`config.mk`:
```
export PLATFORM = sky130hd
export DESIGN_NAME = vbss_pick
export DESIGN_NICKNAME = d
export VERILOG_FILES = /design/src/rtl/vbss_pkg.sv /design/src/rtl/vbss_pick.sv
export SDC_FILE = /design/constraint.sdc
export NUM_CORES = 1
export LEC_CHECK = 0
export BUFFER_PORTS_ARGS = -buffer_cell sky130_fd_sc_hd__buf_2
export CAP_MARGIN = 20
export CORE_MARGIN = 4
export CORE_UTILIZATION = 48
export CTS_BUF_LIST = sky130_fd_sc_hd__clkbuf_8
export CTS_CLUSTER_SIZE = 16
export DETAILED_ROUTE_END_ITERATION = 6
export PLACE_DENSITY = 0.95
export SYNTH_ARGS = -nofsm -noshare
export SYNTH_HDL_FRONTEND = slang
export SYNTH_SLANG_ARGS = --single-unit
export TNS_END_PERCENT = 30
```
`constraint.sdc`:
```
create_clock -name i_clk -period 9.6 [get_ports i_clk]
set_input_delay 1.92 -clock i_clk [delete_from_list [all_inputs] [get_ports i_clk]]
set_output_delay 1.92 -clock i_clk [all_outputs]
set_load 0.03 [all_outputs]
```
`src/rtl/vbss_pkg.sv`:
```
// ----------------------------------------------------------------------------
// vbss_pkg
// Shared types, constants and codes of the volume block size selector.
// ----------------------------------------------------------------------------
`default_nettype none

package vbss_pkg;

    // Default width of one volume extent.
    localparam int DIM_WIDTH_DEF = 32;

    // Field widths fixed by the interface.
    localparam int TARGET_W  = 16;
    localparam int EDGE_W    = 9;
    localparam int CLASS_W   = 2;
    localparam int NUM_REGS  = 4;
    localparam int REG_IDX_W = 2;

    // Candidate block edges and clamps.
    localparam int EDGE_MIN           = 16;
    localparam int EDGE_MAX           = 256;
    localparam int EDGE_STEP          = 8;
    localparam int EDGE_FALLBACK      = 32;
    localparam int MIN_BLOCKS_PER_DIM = 8;
    localparam int NUM_EDGES          = (EDGE_MAX - EDGE_MIN) / EDGE_STEP + 1;

    // Every edge is a multiple of the step, so extents are first rounded up to
    // whole steps and then divided by a small constant per candidate.
    localparam int STEP_SH  = $clog2(EDGE_STEP);
    localparam int LIMIT_SH = $clog2(MIN_BLOCKS_PER_DIM);
    // An extent at or above this power of two already needs more blocks than
    // any target allows, so it is clamped there.
    localparam int CLAMP_SH = TARGET_W + $clog2(EDGE_MAX);
    // Width of a prescaled extent plus the rounding term of the division.
    localparam int XW       = CLAMP_SH - STEP_SH + 1;
    // Block counts saturate one above the largest target.
    localparam int CNT_W    = TARGET_W + 1;

    // Register reset values.
    localparam int TARGET_HDD_RST     = 400;
    localparam int TARGET_SSD_RST     = 2000;
    localparam int TARGET_NVME_RST    = 2000;
    localparam int TARGET_UNKNOWN_RST = 1000;

    typedef logic [TARGET_W-1:0] t_target;
    typedef logic [EDGE_W-1:0]   t_edge;
    typedef logic [CNT_W-1:0]    t_cnt;
    typedef logic [XW-1:0]       t_xval;

    typedef logic [NUM_REGS-1:0][TARGET_W-1:0] t_target_set;

    typedef enum logic [REG_IDX_W-1:0] {
        REG_TARGET_HDD     = 2'd0,
        REG_TARGET_SSD     = 2'd1,
        REG_TARGET_NVME    = 2'd2,
        REG_TARGET_UNKNOWN = 2'd3
    } t_reg_index;

    typedef enum logic [CLASS_W-1:0] {
        CLASS_UNKNOWN = 2'd0,
        CLASS_NVME    = 2'd1,
        CLASS_SSD     = 2'd2,
        CLASS_HDD     = 2'd3
    } t_storage_class;

    // Data handed from the front end to the block count lanes.
    typedef struct packed {
        t_xval   xm;      // middle extent in whole steps
        t_xval   xh;      // largest extent in whole steps
        t_target target;  // block budget of the storage class
        t_edge   limit;   // per-dimension edge limit, already in range
    } t_prep;

    // Load enables of the five pipeline stages.
    typedef struct packed {
        logic s1;
        logic s2;
        logic s3;
        logic s4;
        logic s5;
    } t_stage_en;

endpackage

`default_nettype wire

```
`src/rtl/vbss_pick.sv`:
```
// ----------------------------------------------------------------------------
// vbss_pick
// Stage five: takes the smallest passing edge, falls back when none passes,
// and applies the per-dimension limit.
// ----------------------------------------------------------------------------
`default_nettype none

module vbss_pick (
    input  wire logic                        i_clk,
    input  wire vbss_pkg::t_stage_en         i_en,
    input  wire logic [vbss_pkg::NUM_EDGES-1:0] i_pass,
    input  wire vbss_pkg::t_edge             i_limit,
    output vbss_pkg::t_edge                  o_block_edge
);

    vbss_pkg::t_edge r_edge, n_edge, first;

    always_comb begin
        first = vbss_pkg::t_edge'(vbss_pkg::EDGE_FALLBACK);
        // Scan from the top so the smallest passing edge wins.
        for (int i = vbss_pkg::NUM_EDGES - 1; i >= 0; i--) begin
            if (i_pass[i]) begin
                first = vbss_pkg::t_edge'(vbss_pkg::EDGE_MIN + vbss_pkg::EDGE_STEP * i);
            end
        end
        // The limit is already within the legal edge range, so the final
        // clamp reduces to this minimum.
        n_edge = (first > i_limit) ? i_limit : first;
    end

    always_ff @(posedge i_clk) begin
        if (i_en.s5) begin
            r_edge <= n_edge;
        end
    end

    assign o_block_edge = r_edge;

endmodule

`default_nettype wire

```
==> impl_results.md <==
- Post-Synthesis Net Count: between 150 and 200
- Final Hold Fails: 0
- Row count: 15
- Area grow syn2layout: 35.7%
- Die ar.: roughly 2700 sq um
- I/O Pins: 55
- Finished Cell Area: between 1000 and 1500 sq um
- Outcome: finished clean
- Max reg flops: 9
- Final Util: between 70 and 80%
- Lkg Pwr: 0.568 nW
- Initial antenna violation count: 0
- Number of setup buffers added after CTS: 0
- RSZ-0062 raised after global routing: no
- Residual DRC: 0
- Nets: between 200 and 250
- HP Class: input port to register
- Mapped Area: a little over 900 sq um
- Max transition margin: a little over half
- Final Cycle Share: between 40% and 50%
- Clock power share: roughly 33%
- First-pass GRT wire length: roughly 3.7 mm
- TNS Setup: 0 ns
- Share of power burned in registers: 38.2%
- Maximum clock insertion buffer count: 2
- Inserted Clock Buffers: 3
- Pwr per Cell Area: about 99 nW/um^2
- CP dominant cell by count: a21oi_1
- DR WL/cell: about 12 um
- CP Cell Sequence: buf_2 -> nand2b_1 -> a2111oi_2 -> o221ai_1 -> a221oi_2 -> ha_1 -> a21oi_1 -> o21ai_0 -> a21oi_1 -> a41oi_1 -> mux2_2
- Hold wc startpoint: i_limit[1]
- Synth unique cells: 30
- Power Internal: 0.0888 mW
- Commonest non-fill, non-tap cell in the layout: buf_2
- Layout cell share with drive strength beyond 1: a little over two fifths
- Max-cap check violation count: 0
- Routed vias: 1007
- Initial Utilization: 51.8%
- Max Clock Freq: around 210 MHz
- Grt ovf: 0
- Post-detail-place hpwl: about 1.9 mm
- Clk sinks: 9
- Dominant cell type by area after synthesis: edfxtp_1
- Sequential area share after synthesis: approximately 30%
- Placed insts: roughly 180
- Critical Path AT: between 4 and 5 ns
- Post-DRT Antenna Nets: 0
- Critical path class: input port to register
- CP Max Fanout: 6
- CTS clk-pin slew, worst paths: 0.04 ns
- Dpl cell area: ~1200 sq um
- DRT Pass-1 Iters: 4
- Synth Register Bits: 9
- Post-CTS Hold Fix Bufs: 0
- Top cells by area, synth: edfxtp_1 30%, ha_1 8.2%, mux2_2 7.4%
- Fillers: roughly 150
- Global Route Usage Sum: between 10% and 20%
- Ys Warns: 0
- Cells after Synth: ~110
- Worst Max-Slew Pin Slew: 0.707 ns
- Cts repair resizes: 0
- Switching Share: between 20% and 30%
- Slowest CP cell: a41oi_1
- # port buffers: 50
- Worst path required time: between 9 and 10 ns
- Share of the synthesized area in the top cell type: just under 30%
- Root Driver: clkbuf_8
- Max Slew Vio Count: 0
- Worst Hold End: o_block_edge[1]$_SDFFCE_PP0P_
- TritonCTS clock tree: done
- Antenna diode count: 0
- Die H: between 50 and 60 um
- Vias per cell: 5.44
- Setup Viol. Count Final: 0
- Finished Layout Cells: between 150 and 200
- Core Area: around 1800 sq um
- Share of power burned in combinational logic: 29.0%
- Critical Path Start Type: input port
- Largest net degree at the start of global routing: 10
- Routability cong.: ~0.91
- NetSw: 0.0342 mW
- H-Tree Level Count: 1
- CP peak stage delay: 0.58 ns
- Avg Cell Area, Syn: 8.63 sq um
- Initial DRC count: 12
- Hold Crit Depth: 2
- Minimum clock period: 4.68 ns
- Vias in the first global route: between 900 and 1000
- Most frequent cells in the layout: 50 x buf_2, 13 x inv_1, 12 x nor2_1, 9 x nand2_1, 9 x edfxtp_1
- Post-Route WL: roughly 2.2 mm
- Critical path endpoint category: register
- Max VDD drop: about 0.000053 V
- Die width: a little over 50 um
-- cell usage after synthesis --
library cell,n
nor4_1,5
nand2_1,9
a221oi_2,1
nor2_1,12
or4_4,2
edfxtp_1,9
or3_1,1
inv_1,12
and4_1,1
a21o_1,1
o211a_1,1
a2111oi_2,2
nor2b_1,4
ha_1,6
o21ai_0,5
a41oi_1,1
nor3_1,6
nor3_2,1
mux2_2,6
and2_1,1
o311ai_0,1
o31ai_1,1
nor3b_1,1
nor4_2,2
o221ai_1,1
a21oi_1,7
nand2b_1,2
o21a_1,1
a211oi_1,3
a31oi_1,1
-- cell families (layout without fill, tap and decap cells) --
logic type	after synthesis	in the layout	synth area share, %
AO/OA/AOI/OAI	26	26	21.1
adder cells (fa/ha/maj)	6	6	8.21
flip-flops	9	9	29.5
AND/OR/NAND/NOR	47	47	28.9
multiplexers	6	6	7.39
buffers and inverters	12	66	4.92
-- power by group through the flow --
stage / combinational (mW) / sequential [mW] / clock, mW
3_5_place_dp: 0.0354 / 0.0477 / 0
2_1_floorplan: 0.0118 / 0.0537 / 0
3_3_place_gp: 0.0343 / 0.0475 / 0
5_1_grt: 0.0392 / 0.0471 / 0.0443
6_report: 0.0356 / 0.0470 / 0.0403
4_1_cts: 0.0356 / 0.0470 / 0.0409
-- cell type report --
cell class | count | area, sq um | area share, %
multi-input combinational | 85 | 599 | 48.3
sequential | 9 | 270 | 21.8
timing repair buffer | 50 | 250 | 20.2
inverter | 12 | 45.0 | 3.63
clock buffer | 3 | 41.3 | 3.33
tap | 25 | 31.3 | 2.52
clock inverter | 1 | 3.75 | 0.302
-- stage by stage --
stage	total power [mW]	setup slack (ns)	hold slack (ns)
6_report	0.123	4.92	2.00
5_1_grt	0.131	4.65	2.01
4_1_cts	0.123	4.91	2.01
3_5_place_dp	0.0830	4.71	2.24
3_3_place_gp	0.0818	4.82	2.23
2_1_floorplan	0.0655	5.16	2.03
-- metal layers --
layer / GRT usage (%) / wire (um) / part of all wire [%]
met5: 0 / 0 / 0
met4: 3.93 / 8 / 0.37
met3: 4.01 / 218 / 10
met2: 32.2 / 987 / 46
met1: 19.9 / 952 / 44
-- worst max-delay path, delay by kind of cell --
kind	cells	cell delay, ns
compound gates	7	1.85
fa+ha+maj	1	0.21
buf+inv	1	0.11
mux	1	0.41
simple gates	1	0.15
-- worst max-delay path by stage --
| stage | startpoint | to | slack, ns |
|---|---|---|---|
| finish | i_pass[28] | o_block_edge[4]$_DFFE_PP_ | 4.92 |
| global route | i_pass[28] | o_block_edge[8]$_DFFE_PP_ | 4.65 |
| CTS | i_pass[27] | o_block_edge[8]$_DFFE_PP_ | 4.91 |
| detailed placement | i_pass[27] | o_block_edge[4]$_DFFE_PP_ | 4.71 |
| global placement | i_pass[27] | o_block_edge[5]$_DFFE_PP_ | 4.82 |
| floorplan | i_pass[21] | o_block_edge[3]$_DFFE_PP_ | 5.16 |
No activity file was read; power rests on OpenSTA's default activity.
