--- config.mk ---
export PLATFORM = sky130hd
export DESIGN_NAME = vbss_front
export DESIGN_NICKNAME = d
export VERILOG_FILES = /design/src/rtl/vbss_pkg.sv /design/src/rtl/vbss_front.sv
export SDC_FILE = /design/constraint.sdc
export NUM_CORES = 1
export LEC_CHECK = 0
export BUFFER_PORTS_ARGS = -buffer_cell sky130_fd_sc_hd__clkbuf_2
export CAP_MARGIN = 20
export CORE_ASPECT_RATIO = 0.7
export CORE_MARGIN = 2
export CORE_UTILIZATION = 45
export DETAILED_ROUTE_END_ITERATION = 6
export PLACE_DENSITY = 0.68
export SETUP_SLACK_MARGIN = 0.2
export SLEW_MARGIN = 20
export SYNTH_ARGS = -nofsm -noshare
export SYNTH_HDL_FRONTEND = slang
export SYNTH_SLANG_ARGS = --single-unit
--- constraint.sdc ---
create_clock -name i_clk -period 4.1 [get_ports i_clk]
set_clock_uncertainty 0.1 [all_clocks]
set_input_delay 0.615 -clock i_clk [delete_from_list [all_inputs] [get_ports i_clk]]
set_output_delay 0.615 -clock i_clk [all_outputs]
set_load 0.02 [all_outputs]
--- src/rtl/vbss_pkg.sv ---
// ----------------------------------------------------------------------------
// vbss_pkg
// Shared types, constants and codes of the volume block size selector.
// ----------------------------------------------------------------------------
`default_nettype none

package vbss_pkg;

    // Default width of one volume extent.
    localparam int DIM_WIDTH_DEF = 32;

    // Field widths fixed by the interface.
    localparam int TARGET_W  = 16;
    localparam int EDGE_W    = 9;
    localparam int CLASS_W   = 2;
    localparam int NUM_REGS  = 4;
    localparam int REG_IDX_W = 2;

    // Candidate block edges and clamps.
    localparam int EDGE_MIN           = 16;
    localparam int EDGE_MAX           = 256;
    localparam int EDGE_STEP          = 8;
    localparam int EDGE_FALLBACK      = 32;
    localparam int MIN_BLOCKS_PER_DIM = 8;
    localparam int NUM_EDGES          = (EDGE_MAX - EDGE_MIN) / EDGE_STEP + 1;

    // Every edge is a multiple of the step, so extents are first rounded up to
    // whole steps and then divided by a small constant per candidate.
    localparam int STEP_SH  = $clog2(EDGE_STEP);
    localparam int LIMIT_SH = $clog2(MIN_BLOCKS_PER_DIM);
    // An extent at or above this power of two already needs more blocks than
    // any target allows, so it is clamped there.
    localparam int CLAMP_SH = TARGET_W + $clog2(EDGE_MAX);
    // Width of a prescaled extent plus the rounding term of the division.
    localparam int XW       = CLAMP_SH - STEP_SH + 1;
    // Block counts saturate one above the largest target.
    localparam int CNT_W    = TARGET_W + 1;

    // Register reset values.
    localparam int TARGET_HDD_RST     = 400;
    localparam int TARGET_SSD_RST     = 2000;
    localparam int TARGET_NVME_RST    = 2000;
    localparam int TARGET_UNKNOWN_RST = 1000;

    typedef logic [TARGET_W-1:0] t_target;
    typedef logic [EDGE_W-1:0]   t_edge;
    typedef logic [CNT_W-1:0]    t_cnt;
    typedef logic [XW-1:0]       t_xval;

    typedef logic [NUM_REGS-1:0][TARGET_W-1:0] t_target_set;

    typedef enum logic [REG_IDX_W-1:0] {
        REG_TARGET_HDD     = 2'd0,
        REG_TARGET_SSD     = 2'd1,
        REG_TARGET_NVME    = 2'd2,
        REG_TARGET_UNKNOWN = 2'd3
    } t_reg_index;

    typedef enum logic [CLASS_W-1:0] {
        CLASS_UNKNOWN = 2'd0,
        CLASS_NVME    = 2'd1,
        CLASS_SSD     = 2'd2,
        CLASS_HDD     = 2'd3
    } t_storage_class;

    // Data handed from the front end to the block count lanes.
    typedef struct packed {
        t_xval   xm;      // middle extent in whole steps
        t_xval   xh;      // largest extent in whole steps
        t_target target;  // block budget of the storage class
        t_edge   limit;   // per-dimension edge limit, already in range
    } t_prep;

    // Load enables of the five pipeline stages.
    typedef struct packed {
        logic s1;
        logic s2;
        logic s3;
        logic s4;
        logic s5;
    } t_stage_en;

endpackage

`default_nettype wire

--- src/rtl/vbss_front.sv ---
// ----------------------------------------------------------------------------
// vbss_front
// Stages one and two: sorts the extents, picks the class budget, then rounds
// the extents to whole steps and derives the per-dimension edge limit.
// ----------------------------------------------------------------------------
`default_nettype none

module vbss_front #(
    parameter int DIM_WIDTH = vbss_pkg::DIM_WIDTH_DEF
) (
    input  wire logic                              i_clk,
    input  wire vbss_pkg::t_stage_en               i_en,
    input  wire logic [DIM_WIDTH-1:0]              i_size_x,
    input  wire logic [DIM_WIDTH-1:0]              i_size_y,
    input  wire logic [DIM_WIDTH-1:0]              i_size_z,
    input  wire logic [vbss_pkg::CLASS_W-1:0]      i_storage_class,
    input  wire vbss_pkg::t_target_set             i_targets,
    output vbss_pkg::t_prep                        o_prep
);

    logic [DIM_WIDTH-1:0] r_lo, r_mid, r_hi;
    logic [DIM_WIDTH-1:0] n_lo, n_mid, n_hi;
    vbss_pkg::t_target    r_target, n_target;
    vbss_pkg::t_prep      r_prep, n_prep;
    logic                 gab, gbc, gac;
    logic [63:0]          lo64, lim64;

    // Rounds an extent up to whole steps; large extents clamp to the point
    // where every candidate already fails.
    function automatic vbss_pkg::t_xval prescale(input logic [63:0] v);
        vbss_pkg::t_xval res;
        if ((v >> vbss_pkg::CLAMP_SH) != 64'd0) begin
            res = vbss_pkg::t_xval'(1) << (vbss_pkg::CLAMP_SH - vbss_pkg::STEP_SH);
        end else begin
            res = vbss_pkg::t_xval'(v[vbss_pkg::CLAMP_SH-1:vbss_pkg::STEP_SH])
                + vbss_pkg::t_xval'(|v[vbss_pkg::STEP_SH-1:0]);
        end
        return res;
    endfunction

    // Three-way sort from three parallel compares.
    always_comb begin
        gab = i_size_x > i_size_y;
        gbc = i_size_y > i_size_z;
        gac = i_size_x > i_size_z;

        if (gab && gac) begin
            n_hi = i_size_x;
        end else if (!gab && gbc) begin
            n_hi = i_size_y;
        end else begin
            n_hi = i_size_z;
        end

        if (!gab && !gac) begin
            n_lo = i_size_x;
        end else if (gab && !gbc) begin
            n_lo = i_size_y;
        end else begin
            n_lo = i_size_z;
        end

        if (gab ^ gac) begin
            n_mid = i_size_x;
        end else if (gab == gbc) begin
            n_mid = i_size_y;
        end else begin
            n_mid = i_size_z;
        end

        unique case (vbss_pkg::t_storage_class'(i_storage_class))
            vbss_pkg::CLASS_NVME: n_target = i_targets[vbss_pkg::REG_TARGET_NVME];
            vbss_pkg::CLASS_SSD:  n_target = i_targets[vbss_pkg::REG_TARGET_SSD];
            vbss_pkg::CLASS_HDD:  n_target = i_targets[vbss_pkg::REG_TARGET_HDD];
            default:              n_target = i_targets[vbss_pkg::REG_TARGET_UNKNOWN];
        endcase
    end

    always_ff @(posedge i_clk) begin
        if (i_en.s1) begin
            r_lo     <= n_lo;
            r_mid    <= n_mid;
            r_hi     <= n_hi;
            r_target <= n_target;
        end
    end

    always_comb begin
        lo64  = 64'(r_lo);
        lim64 = lo64 >> vbss_pkg::LIMIT_SH;

        n_prep.xm     = prescale(64'(r_mid));
        n_prep.xh     = prescale(64'(r_hi));
        n_prep.target = r_target;

        if (lim64 >= 64'(vbss_pkg::EDGE_MAX)) begin
            n_prep.limit = vbss_pkg::t_edge'(vbss_pkg::EDGE_MAX);
        end else if (lim64 < 64'(vbss_pkg::EDGE_MIN)) begin
            n_prep.limit = vbss_pkg::t_edge'(vbss_pkg::EDGE_MIN);
        end else begin
            n_prep.limit = lim64[vbss_pkg::EDGE_W-1:0];
        end
    end

    always_ff @(posedge i_clk) begin
        if (i_en.s2) begin
            r_prep <= n_prep;
        end
    end

    assign o_prep = r_prep;

endmodule

`default_nettype wire

==> results.sh, run 1 <==
export IMPL_grt_max_degree=59
export IMPL_first_global_vias=8118
export IMPL_drive_gt1_frac=0.2502
export IMPL_drt_pass1_iter_count=5
export IMPL_min_period_ns=3.395
export IMPL_vdd_drop_max_uv=332.9
export IMPL_seqCellArea_um2=5345
export IMPL_netlist_area_um2=11100
export IMPL_rows=48
export IMPL_ys_top_cells_by_area="edfxtp_1 48%, ha_1 12%, mux2i_1 8.4%"
export IMPL_wirelength_um=29090
export IMPL_timing_fmax_mhz=294.6
export IMPL_top_usage_layer="met1"
export IMPL_hold_buffers=0
export IMPL_drc=0
export IMPL_clk_pin_slew_worst_paths_ns=0.07
export IMPL_crit_path_end_kind="flop"
export IMPL_holdPathStages=0
export IMPL_gp_congestion=0.8607
export IMPL_clock_sinks=178
export IMPL_vias=8578
export IMPL_grt_pass1_wl_um=44650
export IMPL_via_per_inst=5.426
export IMPL_drt_initial_drc_count=689
export IMPL_async_flop_share=0
export IMPL_crit_fanout=24
export IMPL_syn2layout_area_growth_pct=20.57
export IMPL_crit_arrival_ns=3.46
export IMPL_clockRootBuffer="clkbuf_16"
export IMPL_insertion_delay_ns=0.44
export IMPL_p_total_uw=5345
export IMPL_final_common_cell="clkbuf_2"
export IMPL_grt_use_met2=0.3357
export IMPL_yosys_area_top_type="edfxtp_1"
export IMPL_p_leak_uw=0.005757
export IMPL_start_util=0.4542
export IMPL_track_usage=0.2268
export IMPL_synth_edf_count=178
export IMPL_ff2ff_path_depth=5
export IMPL_setup_viol_count_final=0
export IMPL_io_pins=237
export IMPL_core_um2=24440
export IMPL_syn_avg_cell_area_um2=11.00
export IMPL_ys_ff_latch=178
export IMPL_seq_area_frac_synth=0.4815
export IMPL_synth_top_area_share=0.4815
export IMPL_cts_max_level=4
export IMPL_die_area_um2=25960
export IMPL_power_density_nw_per_um2=399.3
export IMPL_die_height_um=135.4
export IMPL_period_share=0.8280
export IMPL_layout_common_cells="231 x clkbuf_2, 178 x edfxtp_1, 127 x nand2_1, 112 x o21ai_0, 101 x ha_1"
export IMPL_final_cell_count_no_fill=1581
export IMPL_cts_made_buffers=17
export IMPL_required_ns=4.17
export IMPL_drtAntennaViolNets=0
export IMPL_yosysWarnings=0
export IMPL_yosysUniqueCellTypes=43
export IMPL_hold_path_class="reg -> reg"
export IMPL_n_fill_cell=2158
export IMPL_finalMaxSlewViolations=0
export IMPL_dpl_hpwl_um=22630
export IMPL_antenna_found_initial=0
export IMPL_gr_total_overflow=0
export IMPL_synth_nets=1281
export IMPL_wire_per_inst_um=18.40
export IMPL_path_class="in -> reg"
export IMPL_syn_inst=1009
export IMPL_gr_usage_met3=0.04688
export IMPL_final_nets=1514
export IMPL_rsz0062_at_grt="false"
export IMPL_tightest_slew_ns=1.185
export IMPL_ys_flop_type="edfxtp_1"
export IMPL_dp_cells=1548
export IMPL_post_cts_buffers=0
export IMPL_met1_usage=0.3367
export IMPL_fin_util=0.5476
export IMPL_ctsResizeCount=0
export IMPL_portBuffers=233
export IMPL_clockBufferDepth=2
export IMPL_hold_viol=0
export IMPL_finalSetupTns_ns=0
export IMPL_maxCapViolations=0
export IMPL_startpoint_type="input pin"
export IMPL_cts_tree="built"
export IMPL_relSlewSlack=0.2027
export IMPL_multi_input_area_um2=5326
export IMPL_status="finished clean"
export IMPL_die_width_um=191.7
[worst max-delay path, stage by stage]
cell and delay (ns):
clkbuf_2 0.15, inv_1 0.06, ha_1 0.29, a21oi_1 0.15, o21ai_0 0.09, a221o_1 0.38
a2111o_1 0.47, o21ai_1 0.21, ha_2 0.25, buf_12 0.22, mux2i_1 0.10, o21ai_0 0.45
[cells by family (layout without fill, tap and decap cells)]
group | after synthesis | in the layout | synth area share
xor+xnor | 29 | 29 | 0.02288
mux | 109 | 109 | 0.1163
flops | 178 | 178 | 0.4815
simple gates | 288 | 288 | 0.1283
fa+ha+maj | 104 | 104 | 0.1172
compound gates | 188 | 188 | 0.09444
buf+inv | 113 | 359 | 0.03944
other cells | 0 | 1 | 0
[per-stage QoR]
stage / hold slack (ns) / worst slack (ns) / cell area, um^2
finish: 0.3186 / 0.7052 / 13390
global route: 0.3252 / 0.6249 / 13380
CTS: 0.3216 / 0.7730 / 13380
detailed placement: 0.3045 / 0.3080 / 12730
global placement: 0.3010 / 0.3916 / 12730
floorplan: 0.3003 / 0.6940 / 11100
[worst paths after layout]
check | start | slack (ns) | endpoint
worst max-delay path | i_size_y[17] | 0.71 | r_hi[7]$_DFFE_PP_
worst min register to register | r_target[12]$_DFFE_PP_ | 0.32 | o_prep[21]$_DFFE_PP_
worst max register to register | r_lo[26]$_DFFE_PP_ | 1.73 | o_prep[2]$_SDFFCE_PP0P_
worst min-delay path | r_target[12]$_DFFE_PP_ | 0.32 | o_prep[21]$_DFFE_PP_
[layer usage]
layer	vias up	share of wire
li1	4211	-
met1	4036	0.47
met2	302	0.43
met3	29	0.076
met4	0	0.018
met5	-	0
[sequential cells by signal, summed over array words and instances, names as in the netlist]
| name | flops |
|---|---|
| r_lo | 29 |
| r_target | 16 |
| o_prep | 69 |
| r_hi | 32 |
| r_mid | 32 |
[cell usage after synthesis (2+ instances only)]
| library cell | n |
|---|---|
| edfxtp_1 | 178 |
| nand2_1 | 127 |
| o21ai_0 | 112 |
| ha_1 | 104 |
| mux2i_1 | 93 |
| inv_1 | 73 |
| a21oi_1 | 42 |
| nor2_1 | 41 |
| clkbuf_1 | 29 |
| nand4_1 | 24 |
| nand3_1 | 21 |
| mux4_2 | 16 |
| xnor2_1 | 16 |
| xor2_1 | 13 |
| nor3_1 | 12 |
| buf_2 | 11 |
| or3_1 | 11 |
| and4_1 | 10 |
| nor4_1 | 9 |
| and3_1 | 7 |
| a21o_1 | 6 |
| and2_1 | 6 |
| a2111o_1 | 4 |
| a221oi_1 | 4 |
| nand4_2 | 4 |
| a221o_1 | 3 |
| a31oi_1 | 3 |
| and2_2 | 3 |
| nand2b_1 | 3 |
| nor2b_1 | 3 |
| o211ai_1 | 3 |
| o21a_1 | 3 |
| o21ai_1 | 3 |
| a21boi_0 | 2 |
| or4_1 | 2 |
[area by class of cell]
cell class                      instances  area share
Sequential cell                       178      0.3993
Multi-Input combinational cell        718      0.3979
Timing Repair Buffer                  254      0.1028
Clock buffer                           18     0.03206
Tap cell                              325     0.03038
Inverter                               73     0.02047
Clock inverter                         14     0.01683
Antenna cell                            1   0.0001870
[where the power goes]
group	leakage [uW]	total [uW]	switching (uW)	internal, uW
clock network	0.000321	1830	735	1100
logic	0.00365	1130	667	467
registers	0.00178	2380	114	2270
total	0.00576	5340	1520	3830
Power figures use the tool's default switching activity.
==> inputs of run 2 (changes only) <==
==> constraint.sdc (replaced) <==
create_clock -name i_clk -period 3.45 [get_ports i_clk]
set_clock_uncertainty 0.1 [all_clocks]
set_input_delay 0.5175 -clock i_clk [delete_from_list [all_inputs] [get_ports i_clk]]
set_output_delay 0.5175 -clock i_clk [all_outputs]
set_load 0.02 [all_outputs]
==> results.sh, run 2 (synthesis gave the netlist of run 1 again) <==
export IMPL_status="finished clean"
export IMPL_holdPathStages=3
export IMPL_syn2layout_area_growth_pct=24.57
export IMPL_wire_per_inst_um=17.91
export IMPL_hold_viol=0
export IMPL_min_period_ns=3.138
export IMPL_dp_cells=1606
export IMPL_wirelength_um=29340
export IMPL_final_common_cell="clkbuf_2"
export IMPL_period_share=0.9096
export IMPL_finalMaxSlewViolations=0
export IMPL_drt_initial_drc_count=708
export IMPL_cts_made_buffers=17
export IMPL_ff2ff_path_depth=7
export IMPL_die_area_um2=25960
export IMPL_holdPathEnd="r_mid[0]$_DFFE_PP_"
export IMPL_track_usage=0.2316
export IMPL_hold_path_class="in -> reg"
export IMPL_rows=48
export IMPL_hold_buffers=0
export IMPL_rsz0062_at_grt="true"
export IMPL_dpl_hpwl_um=23260
export IMPL_clock_sinks=178
export IMPL_clockRootBuffer="clkbuf_16"
export IMPL_timing_fmax_mhz=318.7
export IMPL_required_ns=3.51
export IMPL_vdd_drop_max_uv=370.4
export IMPL_cts_max_level=4
export IMPL_largest_reg_flops=69
export IMPL_clockBufferDepth=2
export IMPL_n_fill_cell=2126
export IMPL_final_nets=1572
export IMPL_die_width_um=191.7
export IMPL_die_height_um=135.4
export IMPL_worst_hold_slack_ns=0.3063
export IMPL_drt_pass1_iter_count=6
export IMPL_layout_common_cells="231 x clkbuf_2, 178 x edfxtp_1, 127 x nand2_1, 112 x o21ai_0, 101 x ha_1"
export IMPL_grt_pass1_wl_um=45170
export IMPL_maxCapViolations=0
export IMPL_vias=8765
export IMPL_rrSetupSlack_ns=1.20
export IMPL_path_class="in -> reg"
export IMPL_crit_path_top_delay_cell="or4_1"
export IMPL_post_cts_buffers=0
export IMPL_antenna_found_initial=1
export IMPL_relSlewSlack=0.4425
export IMPL_cp_cell_sequence="clkbuf_2, ha_1, nand4_1, nor2_1, nand3_1, or4_1, o21a_1, ha_4, buf_12, mux2i_1, o21ai_0"
export IMPL_io_pins=237
export IMPL_portBuffers=233
export IMPL_min_from="i_size_x[0]"
export IMPL_p_leak_uw=0.006009
export IMPL_cts_tree="built"
export IMPL_ctsResizeCount=0
export IMPL_drc=0
export IMPL_clk_pin_slew_worst_paths_ns=0.07
export IMPL_gp_congestion=0.9208
export IMPL_via_per_inst=5.351
export IMPL_tightest_slew_ns=0.8363
export IMPL_first_global_vias=8306
export IMPL_grt_max_degree=69
export IMPL_worstReg2RegStart="r_mid[1]$_DFFE_PP_"
export IMPL_setup_viol_count_final=0
export IMPL_crit_arrival_ns=3.20
export IMPL_start_util=0.4542
export IMPL_crit_path_end_kind="flop"
export IMPL_core_um2=24440
export IMPL_final_cell_count_no_fill=1638
export IMPL_startpoint_type="input pin"
export IMPL_cp_slowest_stage_delay_ns=0.55
export IMPL_reg2reg_to="o_prep[56]$_SDFFCE_PP0P_"
export IMPL_insertion_delay_ns=0.44
export IMPL_gr_total_overflow=0
export IMPL_drive_gt1_frac=0.2851
export IMPL_power_density_nw_per_um2=440.8
export IMPL_drtAntennaViolNets=0
export IMPL_crit_fanout=14
-- run 2: cell type report --
type | instances | area, um^2 | share of cell area
inverter | 73 | 274.0 | 0.01981
clock inverter | 13 | 103.9 | 0.007509
tap | 325 | 406.6 | 0.02940
antenna | 1 | 2.502 | 0.0001809
multi-input combinational | 718 | 5344 | 0.3864
clock buffer | 18 | 429.2 | 0.03103
timing repair buffer | 312 | 1924 | 0.1391
sequential | 178 | 5345 | 0.3865
-- run 2: metal layers --
| metal | part of all wire | GRT usage | wire length [um] | vias to the layer above |
|---|---|---|---|---|
| li1 | - | - | - | 4329 |
| met3 | 0.076 | 0.03911 | 2224 | 23 |
| met4 | 0.014 | 0.06368 | 402 | 0 |
| met5 | 0 | 0 | 0 | - |
| met2 | 0.44 | 0.3430 | 12820 | 298 |
| met1 | 0.47 | 0.3495 | 13890 | 4115 |
-- run 2: per-stage QoR --
stage,util,worst slack (ns),TNS (ns),total power [uW],instance area (um^2)
after global placement,0.5432,-0.1342,-1.664,4282,13280
after detailed placement,0.5432,-0.1756,-3.056,4329,13280
after CTS,0.5650,0.2893,0,6125,13810
final,0.5658,0.3119,0,6096,13830
after global routing,0.5657,0.1715,0,6394,13830
after floorplan,-,0.1415,0,3646,11100
-- run 2: worst max-delay path by stage --
stage,from,endpoint,slack (ns),depth (start not counted)
after CTS,i_size_x[17],r_mid[24]$_DFFE_PP_,0.29,11
after detailed placement,i_size_x[17],r_mid[24]$_DFFE_PP_,-0.18,11
after floorplan,i_size_y[19],r_mid[1]$_DFFE_PP_,0.14,12
after global routing,i_size_z[14],r_mid[24]$_DFFE_PP_,0.17,11
final,i_size_x[30],r_mid[24]$_DFFE_PP_,0.31,11
after global placement,i_size_x[30],r_mid[24]$_DFFE_PP_,-0.13,11
-- run 2: power breakdown --
group | leakage [uW] | internal [uW] | switching, uW | total (uW)
sequential | 0.00178 | 2690 | 134 | 2830
clock | 0.000251 | 929 | 868 | 1800
combinational | 0.00397 | 655 | 817 | 1470
total | 0.00601 | 4280 | 1820 | 6100
-- run 2: worst max-delay path: cells and delay by family --
family / cells / cell delay, ns
AND/OR/NAND/NOR: 4 / 1.14
adder cells (fa/ha/maj): 2 / 0.66
multiplexers: 1 / 0.21
AO/OA/AOI/OAI: 2 / 0.32
buffers and inverters: 2 / 0.33
